$ cat src/rtl/rmra_pkg.sv
// ----------------------------------------------------------------------------
// rmra_pkg
// Widths, step counts and types shared by the record statistics block.
// ----------------------------------------------------------------------------
package rmra_pkg;

  localparam int SAMPLE_W        = 16;
  localparam int SUM_W           = 29;
  localparam int SQ_W            = 43;
  localparam int CNT_W           = 13;
  localparam int OUT_W           = 24;
  localparam int MAX_SAMPLES_DEF = 4096;

  // Products n*Q, S*S and n*n all fit below 2^57.
  localparam int PROD_W     = 57;
  localparam int NN_W       = 2 * CNT_W;
  localparam int MEAN_FRAC  = 8;
  localparam int VAR_SHIFT  = 17;
  localparam int DIVIDEND_W = PROD_W + VAR_SHIFT;
  localparam int QUOT_W     = 64;
  localparam int ROOT_W     = QUOT_W / 2;
  localparam int STEP_W     = $clog2(SUM_W);

  typedef enum logic [4:0] {
    ST_IDLE,
    ST_SQUARE,
    ST_T1_LOAD,
    ST_T1_RUN,
    ST_T2_LOAD,
    ST_T2_RUN,
    ST_NN_LOAD,
    ST_NN_RUN,
    ST_MEAN_GO,
    ST_MEAN_WAIT,
    ST_VAR_GO,
    ST_VAR_WAIT,
    ST_AMP_GO,
    ST_AMP_WAIT,
    ST_RMS_GO,
    ST_RMS_WAIT,
    ST_DONE
  } state_t;

  typedef struct packed {
    logic busy;
    logic done;
  } unit_sts_t;

endpackage

$ cat src/rtl/rmra_if.sv
// ----------------------------------------------------------------------------
// rmra interfaces
// Valid/ready channels for samples in and record statistics out.
// ----------------------------------------------------------------------------
interface rmra_sample_if;
  logic                                 valid;
  logic                                 ready;
  logic signed [rmra_pkg::SAMPLE_W-1:0] sample;
  logic                                 last_sample;

  modport source (output valid, sample, last_sample, input ready);
  modport sink (input valid, sample, last_sample, output ready);
endinterface

interface rmra_stats_if;
  logic                              valid;
  logic                              ready;
  logic signed [rmra_pkg::OUT_W-1:0] mean_q8;
  logic        [rmra_pkg::OUT_W-1:0] rms_q8;
  logic        [rmra_pkg::OUT_W-1:0] amplitude_q8;
  logic        [rmra_pkg::CNT_W-1:0] sample_count;
  logic                              too_long;

  modport source (output valid, mean_q8, rms_q8, amplitude_q8, sample_count, too_long,
                  input ready);
  modport sink (input valid, mean_q8, rms_q8, amplitude_q8, sample_count, too_long,
                output ready);
endinterface

$ cat src/rtl/record_mean_rms_amplitude.sv
// ----------------------------------------------------------------------------
// record_mean_rms_amplitude
// Mean, RMS about the mean and amplitude of a record of signed samples.
// ----------------------------------------------------------------------------
// Samples of one record arrive on the samples channel, the final one marked
// by last_sample. A sample that is used is taken and then given a bit-serial
// square, which adds one shifted copy of the magnitude into the sum of
// squares per cycle. A sample beyond MAX_SAMPLES is dropped and sets
// too_long. After the marked sample the block runs three shift-add products
// (n*Q, S*S, n*n), two restoring divisions (mean, variance) and two square
// roots, with load, start and done states around them, while samples.ready
// stays low. The result then sits in an output register, so the next record
// can start while it waits to be taken. A further result waits in the last
// state, with the input stalled, until the output register frees up. All
// outputs are exact integers: the mean truncated toward zero and the RMS and
// amplitude floored, each with 8 fraction bits.
// ----------------------------------------------------------------------------
module record_mean_rms_amplitude #(
  parameter int MAX_SAMPLES = rmra_pkg::MAX_SAMPLES_DEF
) (
  input  logic                clk,
  input  logic                rst,
  rmra_sample_if.sink         samples,
  rmra_stats_if.source        stats
);

  localparam int SUM_W  = rmra_pkg::SUM_W;
  localparam int SQ_W   = rmra_pkg::SQ_W;
  localparam int CNT_W  = rmra_pkg::CNT_W;
  localparam int OUT_W  = rmra_pkg::OUT_W;
  localparam int PROD_W = rmra_pkg::PROD_W;
  localparam int NN_W   = rmra_pkg::NN_W;
  localparam int SMP_W  = rmra_pkg::SAMPLE_W;
  localparam int STEP_W = rmra_pkg::STEP_W;

  rmra_pkg::state_t state;
  rmra_pkg::state_t state_next;

  logic [SUM_W-1:0]  running_sum;
  logic [SQ_W-1:0]   running_square_sum;
  logic [CNT_W-1:0]  samples_seen;
  logic              dropped_flag;
  logic              last_pending;

  logic [PROD_W-1:0] mul_a;
  logic [SUM_W-1:0]  mul_b;
  logic [PROD_W-1:0] mul_p;
  logic [PROD_W-1:0] mul_add;
  logic [STEP_W-1:0] step;

  logic [PROD_W-1:0]           spread;
  logic [NN_W-1:0]             nn;
  logic [OUT_W-1:0]            mean;
  logic [rmra_pkg::QUOT_W-1:0] var_q;
  logic [OUT_W-1:0]            amp;
  logic [OUT_W-1:0]            rms;

  logic              out_valid;
  logic [OUT_W-1:0]  out_mean;
  logic [OUT_W-1:0]  out_rms;
  logic [OUT_W-1:0]  out_amp;
  logic [CNT_W-1:0]  out_count;
  logic              out_too_long;

  logic              take;
  logic              room;
  logic [SUM_W-1:0]  sample_ext;
  logic [SMP_W-1:0]  sample_mag;
  logic              sum_neg;
  logic [SUM_W-1:0]  sum_mag;
  logic              square_last;
  logic              mul_last;
  logic              result_free;
  logic              result_load;
  logic              empty;
  logic [OUT_W-1:0]  mean_quot;

  logic                            div_start;
  logic [rmra_pkg::DIVIDEND_W-1:0] div_dividend;
  logic [NN_W-1:0]                 div_divisor;
  logic [rmra_pkg::QUOT_W-1:0]     div_quot;
  rmra_pkg::unit_sts_t             div_sts;

  logic                            sqrt_start;
  logic [rmra_pkg::QUOT_W-1:0]     sqrt_radicand;
  logic [rmra_pkg::ROOT_W-1:0]     sqrt_root;
  rmra_pkg::unit_sts_t             sqrt_sts;

  assign take        = samples.valid && samples.ready;
  assign room        = 32'(samples_seen) < 32'(MAX_SAMPLES);
  assign sample_ext  = {{(SUM_W - SMP_W){samples.sample[SMP_W-1]}}, samples.sample};
  assign sample_mag  = samples.sample[SMP_W-1] ? (~samples.sample + 1'b1) : samples.sample;
  assign sum_neg     = running_sum[SUM_W-1];
  assign sum_mag     = sum_neg ? (~running_sum + 1'b1) : running_sum;
  assign mul_add     = mul_b[0] ? mul_a : '0;
  assign square_last = step == STEP_W'(SMP_W - 1);
  assign mul_last    = step == STEP_W'(SUM_W - 1);
  assign result_free = !out_valid || stats.ready;
  assign empty       = samples_seen == '0;
  assign mean_quot   = div_quot[OUT_W-1:0];

  // Next state.
  always_comb begin
    state_next = state;
    case (state)
      rmra_pkg::ST_IDLE: begin
        if (take) begin
          if (room) begin
            state_next = rmra_pkg::ST_SQUARE;
          end else if (samples.last_sample) begin
            state_next = rmra_pkg::ST_T1_LOAD;
          end
        end
      end
      rmra_pkg::ST_SQUARE: begin
        if (square_last) begin
          state_next = last_pending ? rmra_pkg::ST_T1_LOAD : rmra_pkg::ST_IDLE;
        end
      end
      rmra_pkg::ST_T1_LOAD: state_next = rmra_pkg::ST_T1_RUN;
      rmra_pkg::ST_T1_RUN: begin
        if (mul_last) state_next = rmra_pkg::ST_T2_LOAD;
      end
      rmra_pkg::ST_T2_LOAD: state_next = rmra_pkg::ST_T2_RUN;
      rmra_pkg::ST_T2_RUN: begin
        if (mul_last) state_next = rmra_pkg::ST_NN_LOAD;
      end
      rmra_pkg::ST_NN_LOAD: state_next = rmra_pkg::ST_NN_RUN;
      rmra_pkg::ST_NN_RUN: begin
        if (mul_last) state_next = rmra_pkg::ST_MEAN_GO;
      end
      rmra_pkg::ST_MEAN_GO: state_next = rmra_pkg::ST_MEAN_WAIT;
      rmra_pkg::ST_MEAN_WAIT: begin
        if (div_sts.done) state_next = rmra_pkg::ST_VAR_GO;
      end
      rmra_pkg::ST_VAR_GO: state_next = rmra_pkg::ST_VAR_WAIT;
      rmra_pkg::ST_VAR_WAIT: begin
        if (div_sts.done) state_next = rmra_pkg::ST_AMP_GO;
      end
      rmra_pkg::ST_AMP_GO: state_next = rmra_pkg::ST_AMP_WAIT;
      rmra_pkg::ST_AMP_WAIT: begin
        if (sqrt_sts.done) state_next = rmra_pkg::ST_RMS_GO;
      end
      rmra_pkg::ST_RMS_GO: state_next = rmra_pkg::ST_RMS_WAIT;
      rmra_pkg::ST_RMS_WAIT: begin
        if (sqrt_sts.done) state_next = rmra_pkg::ST_DONE;
      end
      rmra_pkg::ST_DONE: begin
        if (result_free) state_next = rmra_pkg::ST_IDLE;
      end
      default: state_next = rmra_pkg::ST_IDLE;
    endcase
  end

  // Control outputs.
  always_comb begin
    samples.ready = 1'b0;
    div_start     = 1'b0;
    sqrt_start    = 1'b0;
    result_load   = 1'b0;
    case (state)
      rmra_pkg::ST_IDLE:    samples.ready = 1'b1;
      rmra_pkg::ST_MEAN_GO: div_start     = 1'b1;
      rmra_pkg::ST_VAR_GO:  div_start     = 1'b1;
      rmra_pkg::ST_AMP_GO:  sqrt_start    = 1'b1;
      rmra_pkg::ST_RMS_GO:  sqrt_start    = 1'b1;
      rmra_pkg::ST_DONE:    result_load   = result_free;
      default: ;
    endcase
  end

  always_ff @(posedge clk) begin
    if (rst) begin
      state <= rmra_pkg::ST_IDLE;
    end else begin
      state <= state_next;
    end
  end

  // Record accumulators.
  always_ff @(posedge clk) begin
    if (rst) begin
      running_sum        <= '0;
      running_square_sum <= '0;
      samples_seen       <= '0;
      dropped_flag       <= 1'b0;
      last_pending       <= 1'b0;
    end else if (result_load) begin
      running_sum        <= '0;
      running_square_sum <= '0;
      samples_seen       <= '0;
      dropped_flag       <= 1'b0;
    end else begin
      if (take) begin
        last_pending <= samples.last_sample;
        if (room) begin
          running_sum  <= running_sum + sample_ext;
          samples_seen <= samples_seen + 1'b1;
        end else begin
          dropped_flag <= 1'b1;
        end
      end
      if (state == rmra_pkg::ST_SQUARE) begin
        running_square_sum <= running_square_sum + mul_add[SQ_W-1:0];
      end
    end
  end

  // Shared shift-add multiplier and the end-of-record datapath.
  always_ff @(posedge clk) begin
    case (state)
      rmra_pkg::ST_IDLE: begin
        if (take) begin
          mul_a <= PROD_W'(sample_mag);
          mul_b <= SUM_W'(sample_mag);
          step  <= '0;
        end
      end
      rmra_pkg::ST_SQUARE, rmra_pkg::ST_T1_RUN, rmra_pkg::ST_T2_RUN,
      rmra_pkg::ST_NN_RUN: begin
        mul_a <= mul_a << 1;
        mul_b <= mul_b >> 1;
        mul_p <= mul_p + mul_add;
        step  <= step + 1'b1;
      end
      rmra_pkg::ST_T1_LOAD: begin
        mul_a <= PROD_W'(running_square_sum);
        mul_b <= SUM_W'(samples_seen);
        mul_p <= '0;
        step  <= '0;
      end
      rmra_pkg::ST_T2_LOAD: begin
        spread <= mul_p;
        mul_a  <= PROD_W'(sum_mag);
        mul_b  <= sum_mag;
        mul_p  <= '0;
        step   <= '0;
      end
      rmra_pkg::ST_NN_LOAD: begin
        // A negative spread can only come from wrapped sums; clamp it.
        spread <= (spread > mul_p) ? (spread - mul_p) : '0;
        mul_a  <= PROD_W'(samples_seen);
        mul_b  <= SUM_W'(samples_seen);
        mul_p  <= '0;
        step   <= '0;
      end
      rmra_pkg::ST_MEAN_GO: nn <= mul_p[NN_W-1:0];
      rmra_pkg::ST_MEAN_WAIT: begin
        if (div_sts.done) mean <= sum_neg ? (~mean_quot + 1'b1) : mean_quot;
      end
      rmra_pkg::ST_VAR_WAIT: begin
        if (div_sts.done) var_q <= div_quot;
      end
      rmra_pkg::ST_AMP_WAIT: begin
        if (sqrt_sts.done) amp <= sqrt_root[OUT_W-1:0];
      end
      rmra_pkg::ST_RMS_WAIT: begin
        if (sqrt_sts.done) rms <= sqrt_root[OUT_W-1:0];
      end
      default: ;
    endcase
  end

  // The divider first gives |S|*256/n, then the spread scaled by 2^17 over n*n.
  assign div_dividend = (state == rmra_pkg::ST_MEAN_GO) ?
                        rmra_pkg::DIVIDEND_W'({sum_mag, {rmra_pkg::MEAN_FRAC{1'b0}}}) :
                        {spread, {rmra_pkg::VAR_SHIFT{1'b0}}};
  assign div_divisor  = (state == rmra_pkg::ST_MEAN_GO) ? NN_W'(samples_seen) : nn;

  // The RMS radicand is half the amplitude radicand, floored.
  assign sqrt_radicand = (state == rmra_pkg::ST_AMP_GO) ? var_q :
                         {1'b0, var_q[rmra_pkg::QUOT_W-1:1]};

  rmra_div u_div (
    .clk      (clk),
    .rst      (rst),
    .start    (div_start),
    .dividend (div_dividend),
    .divisor  (div_divisor),
    .quot     (div_quot),
    .sts      (div_sts)
  );

  rmra_sqrt u_sqrt (
    .clk      (clk),
    .rst      (rst),
    .start    (sqrt_start),
    .radicand (sqrt_radicand),
    .root     (sqrt_root),
    .sts      (sqrt_sts)
  );

  // Output register.
  always_ff @(posedge clk) begin
    if (rst) begin
      out_valid <= 1'b0;
    end else if (result_load) begin
      out_valid <= 1'b1;
    end else if (stats.ready) begin
      out_valid <= 1'b0;
    end
  end

  always_ff @(posedge clk) begin
    if (result_load) begin
      out_mean     <= empty ? '0 : mean;
      out_rms      <= empty ? '0 : rms;
      out_amp      <= empty ? '0 : amp;
      out_count    <= samples_seen;
      out_too_long <= dropped_flag;
    end
  end

  assign stats.valid        = out_valid;
  assign stats.mean_q8      = out_mean;
  assign stats.rms_q8       = out_rms;
  assign stats.amplitude_q8 = out_amp;
  assign stats.sample_count = out_count;
  assign stats.too_long     = out_too_long;

endmodule

$ cat src/rtl/rmra_div.sv
// ----------------------------------------------------------------------------
// rmra_div
// Restoring divider, one quotient bit per cycle.
// ----------------------------------------------------------------------------
module rmra_div (
  input  logic                                clk,
  input  logic                                rst,
  input  logic                                start,
  input  logic [rmra_pkg::DIVIDEND_W-1:0]     dividend,
  input  logic [rmra_pkg::NN_W-1:0]           divisor,
  output logic [rmra_pkg::QUOT_W-1:0]         quot,
  output rmra_pkg::unit_sts_t                 sts
);

  localparam int CW = $clog2(rmra_pkg::DIVIDEND_W);
  localparam logic [CW-1:0] LAST = CW'(rmra_pkg::DIVIDEND_W - 1);

  logic                            busy;
  logic                            done;
  logic [CW-1:0]                   count;
  logic [rmra_pkg::DIVIDEND_W-1:0] num;
  logic [rmra_pkg::NN_W-1:0]       den;
  logic [rmra_pkg::NN_W-1:0]       rem;
  logic [rmra_pkg::NN_W:0]         shifted;
  logic [rmra_pkg::NN_W:0]         diff;
  logic                            ge;

  assign shifted = {rem, num[rmra_pkg::DIVIDEND_W-1]};
  assign ge      = shifted >= {1'b0, den};
  assign diff    = shifted - {1'b0, den};

  always_ff @(posedge clk) begin
    if (rst) begin
      busy <= 1'b0;
      done <= 1'b0;
    end else begin
      done <= busy && (count == LAST);
      if (start) begin
        busy <= 1'b1;
      end else if (busy && (count == LAST)) begin
        busy <= 1'b0;
      end
    end
  end

  always_ff @(posedge clk) begin
    if (start) begin
      num   <= dividend;
      den   <= divisor;
      rem   <= '0;
      count <= '0;
    end else if (busy) begin
      num   <= num << 1;
      rem   <= ge ? diff[rmra_pkg::NN_W-1:0] : shifted[rmra_pkg::NN_W-1:0];
      quot  <= {quot[rmra_pkg::QUOT_W-2:0], ge};
      count <= count + 1'b1;
    end
  end

  assign sts.busy = busy;
  assign sts.done = done;

endmodule

$ cat src/rtl/rmra_sqrt.sv
// ----------------------------------------------------------------------------
// rmra_sqrt
// Integer square root, floor, one root bit per cycle.
// ----------------------------------------------------------------------------
module rmra_sqrt (
  input  logic                            clk,
  input  logic                            rst,
  input  logic                            start,
  input  logic [rmra_pkg::QUOT_W-1:0]     radicand,
  output logic [rmra_pkg::ROOT_W-1:0]     root,
  output rmra_pkg::unit_sts_t             sts
);

  localparam int CW = $clog2(rmra_pkg::ROOT_W);
  localparam int RW = rmra_pkg::ROOT_W + 2;
  localparam int TW = rmra_pkg::ROOT_W + 4;
  localparam logic [CW-1:0] LAST = CW'(rmra_pkg::ROOT_W - 1);

  logic                        busy;
  logic                        done;
  logic [CW-1:0]               count;
  logic [rmra_pkg::QUOT_W-1:0] rad;
  logic [RW-1:0]               rem;
  logic [TW-1:0]               partial;
  logic [TW-1:0]               trial;
  logic [TW-1:0]               diff;
  logic                        ge;

  // Bring down the next two radicand bits and try root*4 + 1.
  assign partial = {rem, rad[rmra_pkg::QUOT_W-1 -: 2]};
  assign trial   = TW'({root, 2'b01});
  assign ge      = partial >= trial;
  assign diff    = partial - trial;

  always_ff @(posedge clk) begin
    if (rst) begin
      busy <= 1'b0;
      done <= 1'b0;
    end else begin
      done <= busy && (count == LAST);
      if (start) begin
        busy <= 1'b1;
      end else if (busy && (count == LAST)) begin
        busy <= 1'b0;
      end
    end
  end

  always_ff @(posedge clk) begin
    if (start) begin
      rad   <= radicand;
      rem   <= '0;
      root  <= '0;
      count <= '0;
    end else if (busy) begin
      rad   <= rad << 2;
      rem   <= ge ? diff[RW-1:0] : partial[RW-1:0];
      root  <= {root[rmra_pkg::ROOT_W-2:0], ge};
      count <= count + 1'b1;
    end
  end

  assign sts.busy = busy;
  assign sts.done = done;

endmodule

$ cat src/flat_wrapper.sv
// flat-port wrapper written by rule: the top's interface ports become plain ports
module record_mean_rms_amplitude_flat 
#(
  parameter int MAX_SAMPLES = rmra_pkg::MAX_SAMPLES_DEF
)
  (clk, rst, samples_valid, samples_sample, samples_last_sample, samples_ready, stats_valid, stats_mean_q8, stats_rms_q8, stats_amplitude_q8, stats_sample_count, stats_too_long, stats_ready);
  rmra_sample_if samples_i ();
  rmra_stats_if stats_i ();
  input  logic clk;
  input  logic rst;
  input wire logic [$bits(samples_i.valid)-1:0] samples_valid;
  input wire logic [$bits(samples_i.sample)-1:0] samples_sample;
  input wire logic [$bits(samples_i.last_sample)-1:0] samples_last_sample;
  output wire logic [$bits(samples_i.ready)-1:0] samples_ready;
  output wire logic [$bits(stats_i.valid)-1:0] stats_valid;
  output wire logic [$bits(stats_i.mean_q8)-1:0] stats_mean_q8;
  output wire logic [$bits(stats_i.rms_q8)-1:0] stats_rms_q8;
  output wire logic [$bits(stats_i.amplitude_q8)-1:0] stats_amplitude_q8;
  output wire logic [$bits(stats_i.sample_count)-1:0] stats_sample_count;
  output wire logic [$bits(stats_i.too_long)-1:0] stats_too_long;
  input wire logic [$bits(stats_i.ready)-1:0] stats_ready;
  assign samples_i.valid = samples_valid;
  assign samples_i.sample = samples_sample;
  assign samples_i.last_sample = samples_last_sample;
  assign samples_ready = samples_i.ready;
  assign stats_valid = stats_i.valid;
  assign stats_mean_q8 = stats_i.mean_q8;
  assign stats_rms_q8 = stats_i.rms_q8;
  assign stats_amplitude_q8 = stats_i.amplitude_q8;
  assign stats_sample_count = stats_i.sample_count;
  assign stats_too_long = stats_i.too_long;
  assign stats_i.ready = stats_ready;
  record_mean_rms_amplitude #(.MAX_SAMPLES(MAX_SAMPLES)) u_core (.clk(clk), .rst(rst), .samples(samples_i), .stats(stats_i));
endmodule
$ cat config.mk
export PLATFORM = sky130hd
export DESIGN_NAME = record_mean_rms_amplitude_flat
export DESIGN_NICKNAME = d
export VERILOG_FILES = /design/src/rtl/rmra_pkg.sv /design/src/rtl/rmra_if.sv /design/src/rtl/record_mean_rms_amplitude.sv /design/src/rtl/rmra_div.sv /design/src/rtl/rmra_sqrt.sv /design/src/flat_wrapper.sv
export SDC_FILE = /design/constraint.sdc
export NUM_CORES = 2
export LEC_CHECK = 0
export BUFFER_PORTS_ARGS = -buffer_cell sky130_fd_sc_hd__clkbuf_2
export CAP_MARGIN = 40
export CORE_MARGIN = 5
export CORE_UTILIZATION = 55
export CTS_CLUSTER_DIAMETER = 200
export DETAILED_ROUTE_END_ITERATION = 8
export PLACE_DENSITY = 0.74
export RECOVER_POWER = 25
export SKIP_CTS_REPAIR_TIMING = 1
export SLEW_MARGIN = 20
export SYNTH_ARGS = -nofsm -noshare
export SYNTH_HDL_FRONTEND = slang
export SYNTH_SLANG_ARGS = --single-unit
export TNS_END_PERCENT = 100
$ cat constraint.sdc
create_clock -name clk -period 5.7 [get_ports clk]
set_clock_uncertainty 0.15 [all_clocks]
set_input_delay 0.285 -clock clk [delete_from_list [all_inputs] [get_ports clk]]
set_output_delay 0.285 -clock clk [all_outputs]
set_load 0.02 [all_outputs]
==> impl_metrics.xml <==
<?xml version="1.0" encoding="UTF-8"?>
<metrics>
  <group name="route">
    <metric name="detail-route-antenna-nets" unit="">0</metric>
    <metric name="first_pass_iters" unit="">7</metric>
    <metric name="drt-initial-drc-count" unit="">3879</metric>
    <metric name="routed_via_density" unit="">6.18</metric>
    <metric name="dr_total_vias" unit="">38200</metric>
    <metric name="drcViolationCount" unit="">0</metric>
    <metric name="routed_wire_length_per_instance" unit="microns">20.1</metric>
    <metric name="route.final.wire_length" unit="microns">125000</metric>
  </group>
  <group name="sta">
    <metric name="minimum_clock_period" unit="ps">4820</metric>
    <metric name="slew_viol_final" unit="">151</metric>
    <metric name="final_hold_viol_count" unit="">0</metric>
    <metric name="finalCritPeriodShare" unit="%">84.5</metric>
    <metric name="grt_setup_unrepaired" unit="">no</metric>
    <metric name="max-slew-margin-rel" unit="%">-69.3</metric>
    <metric name="setup_tns" unit="ps">0</metric>
    <metric name="setup_violations" unit="">0</metric>
    <metric name="timing_worst_slew_pin_value" unit="ps">2540</metric>
    <metric name="fmaxAchievable" unit="MHz">208</metric>
  </group>
  <group name="floorplanning">
    <metric name="die-area" unit="sq mm">0.0962</metric>
    <metric name="ioPinCount" unit="">109</metric>
    <metric name="fp.dieH" unit="microns">310</metric>
    <metric name="die_width" unit="microns">310</metric>
    <metric name="initial_core_util" unit="%">55.2</metric>
    <metric name="row_count" unit="">110</metric>
    <metric name="core_area" unit="sq mm">0.0897</metric>
  </group>
  <group name="synth">
    <metric name="post-synth-top-area-fraction" unit="%">40.8</metric>
    <metric name="post_synth.cell_area_avg" unit="sq um">9.96</metric>
    <metric name="ys_seq_elements" unit="">874</metric>
    <metric name="yosysWarnings" unit="">0</metric>
    <metric name="gate_count_post_synth" unit="">4974</metric>
    <metric name="synth_cell_type_count" unit="">101</metric>
    <metric name="ys_top_cells_by_area" unit="">sky130_fd_sc_hd__edfxtp_1 41%, sky130_fd_sc_hd__dfxtp_1 8.1%, sky130_fd_sc_hd__ha_1 5.3%</metric>
    <metric name="synth_edf_count" unit="">673</metric>
    <metric name="ys_seq_area_share" unit="%">48.9</metric>
    <metric name="synth-async-reset-ratio" unit="%">0</metric>
    <metric name="synth_nets" unit="">5209</metric>
    <metric name="most_used_flip_flop_cell_after_synthesis" unit="">sky130_fd_sc_hd__edfxtp_1</metric>
    <metric name="biggest_area_consumer_among_synthesized_cells" unit="">sky130_fd_sc_hd__edfxtp_1</metric>
    <metric name="mappedNetlistArea" unit="sq mm">0.0496</metric>
  </group>
  <group name="layout">
    <metric name="utilization" unit="%">60.7</metric>
    <metric name="final_cell_mix" unit="">673 x sky130_fd_sc_hd__edfxtp_1, 430 x sky130_fd_sc_hd__nand2_1, 390 x sky130_fd_sc_hd__a21oi_1, 360 x sky130_fd_sc_hd__o21ai_0, 326 x sky130_fd_sc_hd__nor2_1</metric>
    <metric name="layout.nets" unit="">5170</metric>
    <metric name="layout_commonest_cell" unit="">sky130_fd_sc_hd__edfxtp_1</metric>
    <metric name="drive_gt1_share" unit="%">6.16</metric>
    <metric name="flow.area_growth_from_synthesis" unit="%">9.88</metric>
  </group>
  <group name="setup_path">
    <metric name="slowest_cell_delay_on_critical_path" unit="ps">620</metric>
    <metric name="rr_worst_depth" unit="">14</metric>
    <metric name="r2r-start" unit="">u_core.mul_p[11]$_SDFFCE_PP0P_</metric>
    <metric name="worst_setup_end_kind" unit="">register</metric>
    <metric name="cp.required" unit="ps">6080</metric>
    <metric name="worstSetupPathType" unit="">register to register</metric>
    <metric name="critical_path_arrival" unit="ps">5190</metric>
    <metric name="r2r_slack" unit="ps">880</metric>
    <metric name="cp_max_fo" unit="">14</metric>
    <metric name="cp_slowest_cell" unit="">sky130_fd_sc_hd__edfxtp_1</metric>
    <metric name="worst_r2r_end" unit="">u_core.spread[3]$_DFFE_PP_</metric>
    <metric name="crit_buf_inv" unit="">1</metric>
    <metric name="timing.critical_path.cells" unit="">inv_1 -&gt; ha_1 -&gt; nand3_1 -&gt; or3_1 -&gt; a2111oi_2 -&gt; or3b_1 -&gt; nor2_1 -&gt; o21ai_2 -&gt; a2111oi_4 -&gt; o21ai_1 -&gt; a221o_1 -&gt; a21oi_4 -&gt; nor2_2 -&gt; a32o_1</metric>
    <metric name="cpLargestDelayFamily" unit="">compound AO/OA/AOI/OAI gates</metric>
    <metric name="critical_path.startpoint_type" unit="">register</metric>
  </group>
  <group name="clocking">
    <metric name="clock_tree.htree_level_count" unit="">3</metric>
    <metric name="root_buffer" unit="">sky130_fd_sc_hd__clkbuf_16</metric>
    <metric name="cts.sinks" unit="">874</metric>
    <metric name="clk_transition_reported_paths" unit="ps">70</metric>
    <metric name="clk_path_buf_depth" unit="">3</metric>
    <metric name="numCtsBuffers" unit="">92</metric>
    <metric name="tritoncts" unit="">built</metric>
    <metric name="clock_latency" unit="ps">670</metric>
  </group>
  <group name="placement">
    <metric name="numPortBuffers" unit="">108</metric>
    <metric name="gp_congestion" unit="">0.921</metric>
    <metric name="hpwlAfterDp" unit="microns">87500</metric>
  </group>
  <group name="pwr">
    <metric name="power_per_cell_area" unit="mW/mm^2">490</metric>
    <metric name="clockPowerShare" unit="%">24.9</metric>
    <metric name="power_switching_share" unit="%">38.9</metric>
    <metric name="power.combinational.fraction" unit="%">40.1</metric>
    <metric name="seq_power_share" unit="%">35.0</metric>
    <metric name="p_leak" unit="nW">20.4</metric>
    <metric name="internal_dissipation" unit="mW">16.3</metric>
    <metric name="ir_drop" unit="mV">0.289</metric>
    <metric name="total_switching_power" unit="mW">10.4</metric>
  </group>
  <group name="worst_hold_path">
    <metric name="worstHoldPathCells" unit="">4</metric>
    <metric name="hp-start" unit="">samples_sample[1]</metric>
    <metric name="timing.hold.worst_endpoint" unit="">u_core.running_sum[1]$_SDFFE_PP0P_</metric>
    <metric name="holdCritPathClass" unit="">input port to register</metric>
  </group>
  <group name="global_routing">
    <metric name="grt_pass1_wl" unit="microns">197000</metric>
    <metric name="grt_remaining_overflow" unit="">0</metric>
    <metric name="antenna_found_initial" unit="">3</metric>
    <metric name="grt_start_max_net_pins" unit="">99</metric>
    <metric name="first_global_vias" unit="">35800</metric>
    <metric name="grt_use_total" unit="%">25.3</metric>
  </group>
  <group name="run">
    <metric name="max_cap_violations" unit="">3</metric>
  </group>
  <group name="status">
    <metric name="failed_checks" unit="">capacitance limit, slew limit</metric>
    <metric name="outcome" unit="">finished, violations left</metric>
  </group>
</metrics>
==> sequential cells by signal (all words and copies together) (netlist names), 26 cells and up <==
register	flops
u_core.u_div.num	66
u_core.u_div.quot	64
u_core.u_sqrt.rad	64
u_core.var_q	64
u_core.mul_a	57
u_core.mul_p	57
u_core.spread	57
u_core.running_square_sum	43
u_core.u_sqrt.rem	34
u_core.u_sqrt.root	32
u_core.mul_b	29
u_core.running_sum	29
u_core.nn	26
u_core.u_div.den	26
u_core.u_div.rem	26
==> worst max-delay path by stage <==
stage	start	to	cells past startpoint
finish	u_core.mul_p[11]$_SDFFCE_PP0P_	u_core.spread[3]$_DFFE_PP_	14
global route	u_core.mul_p[11]$_SDFFCE_PP0P_	u_core.spread[3]$_DFFE_PP_	14
CTS	u_core.mul_p[11]$_SDFFCE_PP0P_	u_core.spread[3]$_DFFE_PP_	14
detailed placement	u_core.mul_p[11]$_SDFFCE_PP0P_	u_core.spread[3]$_DFFE_PP_	14
global placement	u_core.mul_p[11]$_SDFFCE_PP0P_	u_core.spread[3]$_DFFE_PP_	14
floorplan	u_core.mul_b[0]$_DFFE_PP_	u_core.running_square_sum[40]$_SDFFE_PP0N_	28
==> synthesized netlist by cell type (all sizes together) (14+ instances only) <==
master and instances:
nand2b 121, o22ai 116, nor3 51, a21o 143, or4 14, nand3 62, a21oi 393, a211oi 25
o21bai 32, o211ai 17, a221o 32, nor2 333, o32ai 49, and3 42, o41ai 16, edfxtp 673
nand2 431, mux2i 43, xnor2 206, clkbuf 266, buf 57, a21boi 14, a22o 71, inv 206
o21ai 379, dfxtp 201, and2 141, nand4 47, a222oi 19, or3 54, ha 209, nor2b 55
o21a 22, a32oi 29, o31ai 35, a22oi 23, a31oi 44, maj3 14, xor2 129
==> kinds of logic (layout without fill, tap and decap cells) <==
logic type / count (synthesis) / after routing / share of synthesized area, %
adder cells (fa/ha/maj): 228 / 228 / 5.76
other: 0 / 1 / 0
XOR/XNOR: 335 / 335 / 5.92
AND/OR/NAND/NOR: 1417 / 1417 / 14.0
multiplexers: 44 / 44 / 0.891
AO/OA/AOI/OAI: 1546 / 1546 / 20.3
flip-flops: 874 / 874 / 48.9
buffers and inverters: 530 / 570 / 4.17
==> power groups by stage <==
stage	clock network, mW	registers [mW]	logic, mW
finish	6.65	9.36	10.7
detailed placement	0	9.43	10.4
global placement	0	9.41	10.3
CTS	6.75	9.31	10.5
floorplan	0	8.65	8.64
global route	7.05	9.46	11.8
==> tightest hold or removal path, delay by kind of cell <==
| family | cells | cell delay, ps |
|---|---|---|
| fa+ha+maj | 1 | 180 |
| compound gates | 1 | 60 |
| buf+inv | 2 | 230 |
==> metal layers <==
metal	track usage (%)	share of wire (%)	vias up
met5	0	0.015	-
met4	8.87	3.3	4
met3	4.06	7.2	216
met2	40.0	45	1307
met1	35.8	44	18400
li1	-	-	18300
==> metrics by stage <==
step / area (sq um) / hold WS (ps) / power (mW) / instances / worst slack, ps
2_1_floorplan: 49600 / 211 / 17.3 / 4974 / 86.0
3_3_place_gp: 50900 / 258 / 19.7 / 5996 / 1140
3_5_place_dp: 51000 / 258 / 19.9 / 6002 / 1000
4_1_cts: 54400 / -302 / 26.6 / 6175 / 968
5_1_grt: 54500 / 9.07 / 28.3 / 6190 / 617
6_report: 54500 / 6.36 / 26.7 / 6191 / 883
==> cell type report <==
type	instances	area, sq um
fillers	7418	35300
flip-flops and latches	874	24200
multi-input cells	3570	23400
clock buffers	112	2450
well taps	1176	1470
repair buffers	190	1220
clock inverters	61	940
inverters	207	778
diodes	1	2.50
Power figures use the tool's default switching activity.
